==> config.mk <==
export PLATFORM = sky130hd
export DESIGN_NAME = csht_ram
export DESIGN_NICKNAME = d
export VERILOG_FILES = /design/src/rtl/core/csht_ram.sv
export SDC_FILE = /design/constraint.sdc
export NUM_CORES = 1
export LEC_CHECK = 0
export BUFFER_PORTS_ARGS = -buffer_cell sky130_fd_sc_hd__buf_2
export CAP_MARGIN = 20
export CORE_ASPECT_RATIO = 2
export CORE_UTILIZATION = 45
export CTS_BUF_LIST = sky130_fd_sc_hd__clkbuf_4
export CTS_CLUSTER_DIAMETER = 60
export DETAILED_ROUTE_END_ITERATION = 8
export GPL_TIMING_DRIVEN = 0
export SYNTH_ARGS = -nofsm -noshare
export SYNTH_HDL_FRONTEND = slang
export SYNTH_SLANG_ARGS = --single-unit
==> constraint.sdc <==
create_clock -name i_clk -period 2.4 [get_ports i_clk]
set_input_delay 0.36 -clock i_clk [delete_from_list [all_inputs] [get_ports i_clk]]
set_output_delay 0.36 -clock i_clk [all_outputs]
set_load 0.02 [all_outputs]
==> src/rtl/core/csht_ram.sv <==
`timescale 1ns / 1ps
// ----------------------------------------------------------------------------
// csht_ram
// generic single port ram with registered read
// ----------------------------------------------------------------------------
module csht_ram #(
    parameter int WIDTH = 8,
    parameter int DEPTH = 64
) (
    input  logic                     i_clk,
    input  logic                     i_we,
    input  logic [$clog2(DEPTH)-1:0] i_addr,
    input  logic [WIDTH-1:0]         i_wdata,
    output logic [WIDTH-1:0]         o_rdata
);

    logic [WIDTH-1:0] r_mem [DEPTH];
    logic [WIDTH-1:0] r_rdata;

    always_ff @(posedge i_clk) begin
        if (i_we) begin
            r_mem[i_addr] <= i_wdata;
        end
        r_rdata <= r_mem[i_addr];
    end

    assign o_rdata = r_rdata;

endmodule

==> results, run 1 <==
- The flow ran to the end, but the final reports show violations.
- The final reports fail on design-rule violations, negative setup slack.
- The area of the die is between 40000 and 50000 um2.
- The initial antenna violation count is 3.
- The cell count after synthesis is about 1200.
- After the first detailed-routing iteration, the DRC count stood at 1290.
- TritonCTS built the clock tree.
- The number of pins exceeding their max-slew limit in the final report is 0.
- In this run the count of I/O pins placed on the die edge is 24.
- The maximum fanout encountered on the critical timing path is 10.
- Counting flops with a built-in enable in the synthesized netlist gives 512.
- The worst setup path is launched from an input pin.
- In the final layout, flip-flops and latches occupy 15530 um2.
- The post-route minimum period is 2.459 ns.
- Ranked by total cell area, the synthesized netlist is headed by sky130_fd_sc_hd__edfxtp_1, sky130_fd_sc_hd__mux4_2, sky130_fd_sc_hd__mux2i_1.
- The layout has 3612 filler cells.
- The net switching component of the power is 4.384 mW.
- In the post-synthesis netlist, the cell with the most instances is sky130_fd_sc_hd__edfxtp_1.
- The cell type with the highest aggregate area in the netlist is sky130_fd_sc_hd__edfxtp_1.
- The path class of the tightest hold or removal check is input pin to flip-flop.
- Summed over all nets, the half-perimeter wirelength after detailed placement is 44260 um.
- Among all flip-flop cells after synthesis, the most frequent one is sky130_fd_sc_hd__edfxtp_1.
- The required time of the worst setup path is 2.94 ns.
- Across the routed clock network, the largest skew measured is 0.05641 ns.
- Global routing consumed, over all layers together, 28.59% of the routing resources.
- Following the worst setup path forward leads to its endpoint at r_mem[21][0].
- The final period utilization is 102.4%.
- During placement, the flow inserted port buffers numbering 22.
- The final route contains about 12000 vias.
- The setup check on the worst reg-to-reg path leaves a slack of 0.01 ns.
- The slowest cell on the critical path is sky130_fd_sc_hd__buf_2.
- In this run, the clock network consumes between 30% and 40% of the power.
- After Yosys synthesis, full adders, half adders and majority gates account for 0% of the synthesized area.
- The H-tree generated during clock tree synthesis spans 3 levels.
- The detailed-router iteration count before antenna repair is 8.
- In the final layout, the share of cells above drive strength 1 is 28.96%.
- The placeable core region is between 40000 and 50000 um2.
- The highest achievable clock rate is 0.4067 GHz.
- The synthesized-area fraction occupied by and/or/nand/nor cells is 5.715%.
- The via count of the first global-routing pass came to 12626.
- For this run, the number of Yosys warnings is 0.
- After detailed routing, the number of vias per cell comes to 6.246.
- The critical path's most frequent cell is sky130_fd_sc_hd__buf_2.
- The worst slack on hold paths is about 0.079 ns.
- The final standard cell utilization of the core is 53.26%.
- The post-synthesis net count is 1187.
- Summed over all layers, the routed wires come to 64930 um.
- The cell area after technology mapping is 20450 um2.
- Summing the areas of all compound-gate instances in the mapped netlist gives under 10% of the synthesized area.
- The initial cell density of the core is 45.58%.
- Setup violations remaining at the end of the flow were counted as ~140.
- The capture instance of the worst register-to-register path is o_rdata[3].
- By area, the combinational part of the netlist is dominated by multiplexers.
- The type of destination of the critical path is a flip-flop.
- The critical path launch point is i_addr[2].
- The number of synthesized register bits is 520.
- In the synthesized netlist the async set-or-reset flop fraction comes to 0%.
- The total number of clock tree sinks is 520.
- The last weighted congestion value of the routability-driven placer is 0.9727.
- The synthesized netlist devotes 0% of its cell area to XOR and XNOR gates.
- TritonCTS created 108 clock buffers.
- The critical path goes through buf_2, buf_2, buf_2, buf_2, clkbuf_4, nand3_4, nor2_4, buf_4.
- The power density of the placed cells is between 700 and 800 nW/um2.
- In the final routed layout, each cell accounts on average for ~33 um.
- The footprint of the multi-input gates is 5137 um2.
- For the worst-skew pair, the clock arrives at the later sink with an insertion delay of 0.87 ns.
- In the post-route analysis, the smallest setup slack over all paths is -0.05870 ns.
- The maximum cell stage delay along the critical path is around 0.43 ns.
- The first global-routing pass estimated ~90000 um of wire.
- The floorplan die width is 152.7 um.
- The internal power consumption is 13.89 mW.
- Across the run, the number of max-cap violations was 0.
- Summing the sequential cell areas from Yosys gives 75.97% of the chip area.
- For the pin with the worst max-slew slack, the measured transition is 1.207 ns.
- The critical path start-end classification is input pin to flip-flop.
- The synthesis-to-finish area growth is 16.86%.
- In this run the tightest slew margin relative to its limit is 19.52%.
- The remaining global-route overflow is 0.
- Row generation in the floorplan step produced 110 rows.
- By count the netlist is led by sky130_fd_sc_hd__edfxtp_1, sky130_fd_sc_hd__nor2_1, sky130_fd_sc_hd__mux2i_1, sky130_fd_sc_hd__nand2_1, sky130_fd_sc_hd__mux4_2.
- The detail route stage leaves a number of antenna-violating nets equal to 0.
- The final layout contains 1350 nets.
- In this run the vertical extent of the chip is 303.5 um.
- At the worst endpoint, the arrival time is 3.00 ns.
- In this run the static leakage power is ~7.7 nW.
- The worst register-to-register path has a depth of 5.
- The synthesized design devotes to its leading area cell type 75.18% of total area.
- Entering global routing, the biggest net connects between 60 and 70 pins.
- The clock transition time at the flip-flop clock pins of the worst setup and hold paths is about 0.080 ns.
- In this run switching power makes up 23.99% of total power.
- The cell at the root of the clock tree is sky130_fd_sc_hd__clkbuf_4.
- The completed layout was analyzed and its total power is around 18 mW.
- Each instance of the synthesized netlist takes up on average 17.46 um2.
- The post-route DRC violation count is 3.
- VDD sags by at most 0.3048 mV.
- The number of hold violations in the final report is 0.
- The sequential share of power is 55.1%.
- Counting along the longest clock path gives a buffer depth of 3.
- The share of total power dissipated in combinational logic is 7.2%.
- The startpoint identified for the worst register-to-register timing path is r_mem[55][3].
- The distinct cell type count of the synthesized netlist is between 50 and 60.
- The post-synthesis mux area share is 8.260%.
## state kept, by name, summed over array words and instances (netlist names)
register	flops
o_rdata	8
r_mem	512
## repair_timing
item,4_1_cts,5_1_grt
resized for setup,145,32
hold buffers,3,2
setup endpoints to repair,518,507
pin swaps,0,17
setup buffers,0,17
endpoints found under the hold margin,38,22
cloned,0,0
## metal layers
layer | up-vias | wire, um | track usage, %
li1 | 5179 | - | -
met3 | 245 | 4476 | 5.953
met1 | 6267 | 20910 | 28.69
met5 | - | 8 | 0
met2 | 686 | 33980 | 51.31
met4 | 2 | 5554 | 23.14
## through the flow
| step | worst slack, ns | instances | cell area (um2) | setup TNS [ns] |
|---|---|---|---|---|
| floorplan | -0.05884 | 1171 | 20460 | -6.024 |
| global placement | -2.169 | 1753 | 21270 | -774.63 |
| detailed placement | -2.216 | 1760 | 21400 | -794.14 |
| CTS | -0.3029 | 1958 | 23390 | -27.71 |
| global route | -0.002918 | 1982 | 23900 | -0.005971 |
| finish | -0.05870 | 1982 | 23900 | -2.965 |
## cell usage in the layout (no fill, tap or decap), types with 8 or more instances in the layout
cell type                  Yosys  layout
sky130_fd_sc_hd__a21oi_1      28      25
sky130_fd_sc_hd__a221o_1      11      11
sky130_fd_sc_hd__a221oi_1     21      20
sky130_fd_sc_hd__a22o_1       10      10
sky130_fd_sc_hd__a22oi_1      40      40
sky130_fd_sc_hd__a31oi_1      15      15
sky130_fd_sc_hd__and2_1        9       9
sky130_fd_sc_hd__and3_1        9       9
sky130_fd_sc_hd__buf_12        0      21
sky130_fd_sc_hd__buf_2        30      50
sky130_fd_sc_hd__buf_4         4      10
sky130_fd_sc_hd__clkbuf_1     36      27
sky130_fd_sc_hd__clkbuf_4      0     154
sky130_fd_sc_hd__clkinv_1      0      21
sky130_fd_sc_hd__clkinv_2      0      16
sky130_fd_sc_hd__dfxtp_1       8       8
sky130_fd_sc_hd__edfxtp_1    512     512
sky130_fd_sc_hd__mux2i_1      63      61
sky130_fd_sc_hd__mux4_2       41      41
sky130_fd_sc_hd__nand2_1      45      41
sky130_fd_sc_hd__nand2b_1     24      23
sky130_fd_sc_hd__nand3b_1     12      12
sky130_fd_sc_hd__nor2_1       82      18
sky130_fd_sc_hd__nor2_4        0      64
sky130_fd_sc_hd__o221ai_1      9       9
sky130_fd_sc_hd__o22a_1       11      11
sky130_fd_sc_hd__o22ai_1      22      22
## critical path, delay by kind of cell
kind	cells	cell delay [ns]
buf+inv	6	1.93
simple gates	2	0.67
## cells by family after synthesis
kind of cell / Yosys count
and+or+nand+nor: 229
AOI/OAI and AO/OA: 222
DFF: 520
buffers and inverters: 84
muxes: 116
## power groups by stage
stage | Sequential [mW] | Combinational [mW] | Clock, mW
finish | 10.1 | 1.31 | 6.90
global route | 10.1 | 1.34 | 7.35
CTS | 10.1 | 1.25 | 6.96
detailed placement | 10.3 | 1.19 | 0
global placement | 10.3 | 1.15 | 0
floorplan | 10.3 | 0.546 | 0
## how the worst min path moves through the flow
stage / from / to / slack (ns) / depth (start not counted)
4_1_cts: i_wdata[0] / r_mem[30][0] / 0.04 / 1
5_1_grt: i_wdata[0] / r_mem[31][0] / 0.06 / 1
6_report: i_wdata[0] / r_mem[30][0] / 0.08 / 1
3_3_place_gp: r_mem[3][0] / o_rdata[0] / 0.63 / 3
2_1_floorplan: i_wdata[0] / r_mem[0][0] / 0.46 / 0
3_5_place_dp: r_mem[3][2] / o_rdata[2] / 0.64 / 3
## area by class of cell
cell class,instances,share of cell area (%)
repair buffers,53,2.587
inverters,3,0.04712
clock buffers,151,4.744
multi-input cells,567,21.50
diodes,3,0.03142
clock inverters,44,1.325
flip-flops and latches,520,65.01
plain buffers,81,1.827
well taps,560,2.932
No activity file was read; power rests on OpenSTA's default activity.
==> inputs of run 2 (changes only) <==
--- a/config.mk
+++ b/config.mk
@@ -13,6 +13,7 @@
 export CTS_CLUSTER_DIAMETER = 60
 export DETAILED_ROUTE_END_ITERATION = 8
 export GPL_TIMING_DRIVEN = 0
+export RECOVER_POWER = 100
 export SYNTH_ARGS = -nofsm -noshare
 export SYNTH_HDL_FRONTEND = slang
 export SYNTH_SLANG_ARGS = --single-unit
==> run 2 against run 1 <==
Effect of this change: the flow finishes with violations (design-rule violations, max-capacitance violations, max-slew violations, negative setup slack); wire length is 0.10% lower; clock skew down 0.011 ns; flip-flop and latch count is the same; sequential share of layout area grew 0.40 points; sequential power is essentially flat; highest routed layer unchanged.
==> results, run 2 (same netlist as run 1, synthesis figures left out) <==
- The flow ran to the end, but the final reports show violations.
- The checks that failed: design-rule violations, max-capacitance violations, max-slew violations, negative setup slack.
- Buffers placed on the I/O ports in this run total 22.
- The slack of the critical path is -0.03866 ns.
- The slew of the pin with the lowest slew margin is about 1.7 ns.
- TritonCTS built the clock tree.
- The number of cells in the finished layout apart from fillers is between 1500 and 2000.
- The clock passes through at most 3 buffers.
- The post-route minimum period is 2.439 ns.
- Along the worst path, the maximum fanout reaches 10.
- For the final database, setup skew stands at 0.04499 ns.
- From left edge to right edge, the die measures 152.7 um.
- Using the TritonRoute via totals, the vias-per-cell ratio works out to 6.301.
- The height of the die is 303.5 um.
- Leaving out fill and tap cells, the most frequent cells in the layout are sky130_fd_sc_hd__edfxtp_1, sky130_fd_sc_hd__clkbuf_4, sky130_fd_sc_hd__nor2_4, sky130_fd_sc_hd__mux2i_1, sky130_fd_sc_hd__clkbuf_1.
- Routability-driven placement finished with a final weighted congestion of 0.9727.
- Setup violations remaining at the end of the flow were counted as 76.
- The number of cell rows is 110.
- The initial antenna violation count is 3.
- For met3 alone, demand over resource in global routing was about 6.0%.
- The highest achievable clock rate is 0.4101 GHz.
- Leaving out fill and tap cells, the most frequent cell in the layout is sky130_fd_sc_hd__edfxtp_1.
- The placement-stage worst setup slack is -2.216 ns.
- For this block, the routed nets add up to 64860 um of wire.
- The final standard cell utilization of the core is a little over half.
- The H-tree generated during clock tree synthesis spans 3 levels.
- The internal power consumption is 13.86 mW.
- The worst hold path passes through 3 cells.
- The headroom to the max-slew limit is -12.54%.
- The switching power share of the total is 23.92%.
- Detailed placement ended at an HPWL of approximately 44000 um.
- The register with the most flip-flops in the layout has a little over 500 of them.
- The footprint of the multi-input gates is about 5100 um2.
- The number of hold violations in the final report is 0.
- After clock tree synthesis, the clock-pin slew on the worst setup and hold paths is about 0.090 ns.
- The total number of clock tree sinks is 520.
- The required time of the worst setup path is 3.09 ns.
- Sequential cells account for 55.3% of the total power.
- In this run the power spent charging and discharging nets is 4.360 mW.
- Counting the fill cells in the layout gives 3634.
- The via count of the first global-routing pass is between 10000 and 15000.
- The total track usage is 28.59%.
- The die covers 46350 um2.
- The violation count after the first detailed-routing iteration is 1253.
- In this run, the combinational gates consume 7.0% of the power.
- In this run the standard cell core region covers around 45000 um2.
- The cell at the root of the clock tree is sky130_fd_sc_hd__clkbuf_4.
- The number of top-level design ports is 24.
- Registers take 15530 um2.
- The worst-case IR drop observed on VDD is 0.3045 mV.
- The share of final-layout standard cells stronger than drive strength 1 is roughly 28%.
- The final layout net count is 1350.
- Dividing total power by cell area gives a power density of 767.3 nW/um2.
- Max-cap violations in this run came to 3.
- The overall power after layout is 18.22 mW.
- The element type at the critical path start is an input pin.
- Global routing consumed, on the met1 layer, around 29% of the routing resources.
- The data arrival time of the worst path is 3.13 ns.
- The total vias in the final route is 12488.
- The global-route wire length before repair is 89530 um.
- The average routed wire per standard cell is roughly 33 um.
- The layer carrying the most global-route usage is met2.
- The clock latency reported for the late side of the worst-skew pair is 0.86 ns.
- Setup total negative slack on the finished layout was measured at -1.191 ns.
- In the global route stage, met2 resource usage came out at 51.31%.
- The number of antenna-violating nets in the routed design is 0.
- The leakage dissipation is 7.618 nW.
- The clock network is responsible for between 30 and 40% of the overall power.
- For the worst flop-to-flop path, the logic depth is 5.
- For this run the aggregate overflow at the end of global routing stands at 0.
- The detailed-router iteration count before antenna repair is 9.
- The initial cell density of the core is 45.58%.
- The critical path start-end classification is input pin to flip-flop.
- For this run, design rule violations remaining after detail routing come to 2.
- After layout, the worst path uses 101.6% of the clock period.
- Entering global routing, the biggest net connects 65 pins.
- STA classifies the critical path endpoint as a flip-flop.
- r_mem holds more flip-flops than any other register.
- The synthesis-to-finish area growth is 16.15%.
- Counting tap cells, the placed design contains a total of 1760 instances.
- The path type of the worst min-delay path is input pin to flip-flop.
- The number of pins exceeding their max-slew limit in the final report is 96.
- The number of clock buffers added by TritonCTS is 108.
run 2: cell count changes in the layout (fill, tap and decap cells not counted), sizes merged:
cell,delta
clkbuf,+24
buf,-24
run 2: metal layers:
layer / share of wire [%] / up-vias / routed length, um
li1: - / 5190 / -
met1: 31 / 6291 / 20050
met2: 52 / 756 / 34040
met3: 8.0 / 249 / 5172
met4: 8.6 / 2 / 5582
met5: 0.012 / - / 8
run 2: power groups by stage:
stage | registers [mW] | clock network, mW | logic [mW]
2_1_floorplan | 10.3 | 0 | 0.546
3_3_place_gp | 10.3 | 0 | 1.15
3_5_place_dp | 10.3 | 0 | 1.19
4_1_cts | 10.1 | 6.96 | 1.25
5_1_grt | 10.1 | 7.34 | 1.31
6_report | 10.1 | 6.88 | 1.27
run 2: repair_timing:
item / in CTS / in global routing
gates resized for setup: 145 / 32
buffers inserted: 0 / 17
endpoints found under the setup margin: 518 / 507
endpoints found under the hold margin: 38 / 22
pin swaps: 0 / 17
hold buffers: 3 / 2
run 2: worst max-delay path, cell delays in order:
cell,delay [ns]
sky130_fd_sc_hd__buf_2,0.08
sky130_fd_sc_hd__clkbuf_1,0.41
sky130_fd_sc_hd__or3b_2,0.25
sky130_fd_sc_hd__clkbuf_1,0.47
sky130_fd_sc_hd__buf_2,0.53
sky130_fd_sc_hd__o32ai_1,0.31
sky130_fd_sc_hd__nor4_2,0.56
sky130_fd_sc_hd__nand4_1,0.15
run 2: worst paths after layout:
kind	slack, ns	end	from
max	-0.04	o_rdata[2]	i_addr[3]
min reg2reg	0.66	o_rdata[2]	r_mem[3][2]
max reg2reg	-0.03	o_rdata[3]	r_mem[55][3]
min	0.32	r_mem[28][6]	i_we
run 2: layout make-up:
cell class	instances	share of cell area, %
diodes	3	0.03161
clock inverters	44	1.333
clock buffers	151	4.773
repair buffers	53	2.012
multi-input cells	567	21.61
inverters	3	0.04741
plain buffers	81	1.838
well taps	560	2.950
flip-flops and latches	520	65.41
run 2: per-stage QoR:
| stage | instance area (um2) | hold slack [ns] |
|---|---|---|
| floorplan | 20460 | 0.4589 |
| global placement | 21270 | 0.6293 |
| detailed placement | 21400 | 0.6422 |
| CTS | 23390 | 0.03771 |
| global route | 23750 | 0.2826 |
| finish | 23750 | 0.3204 |
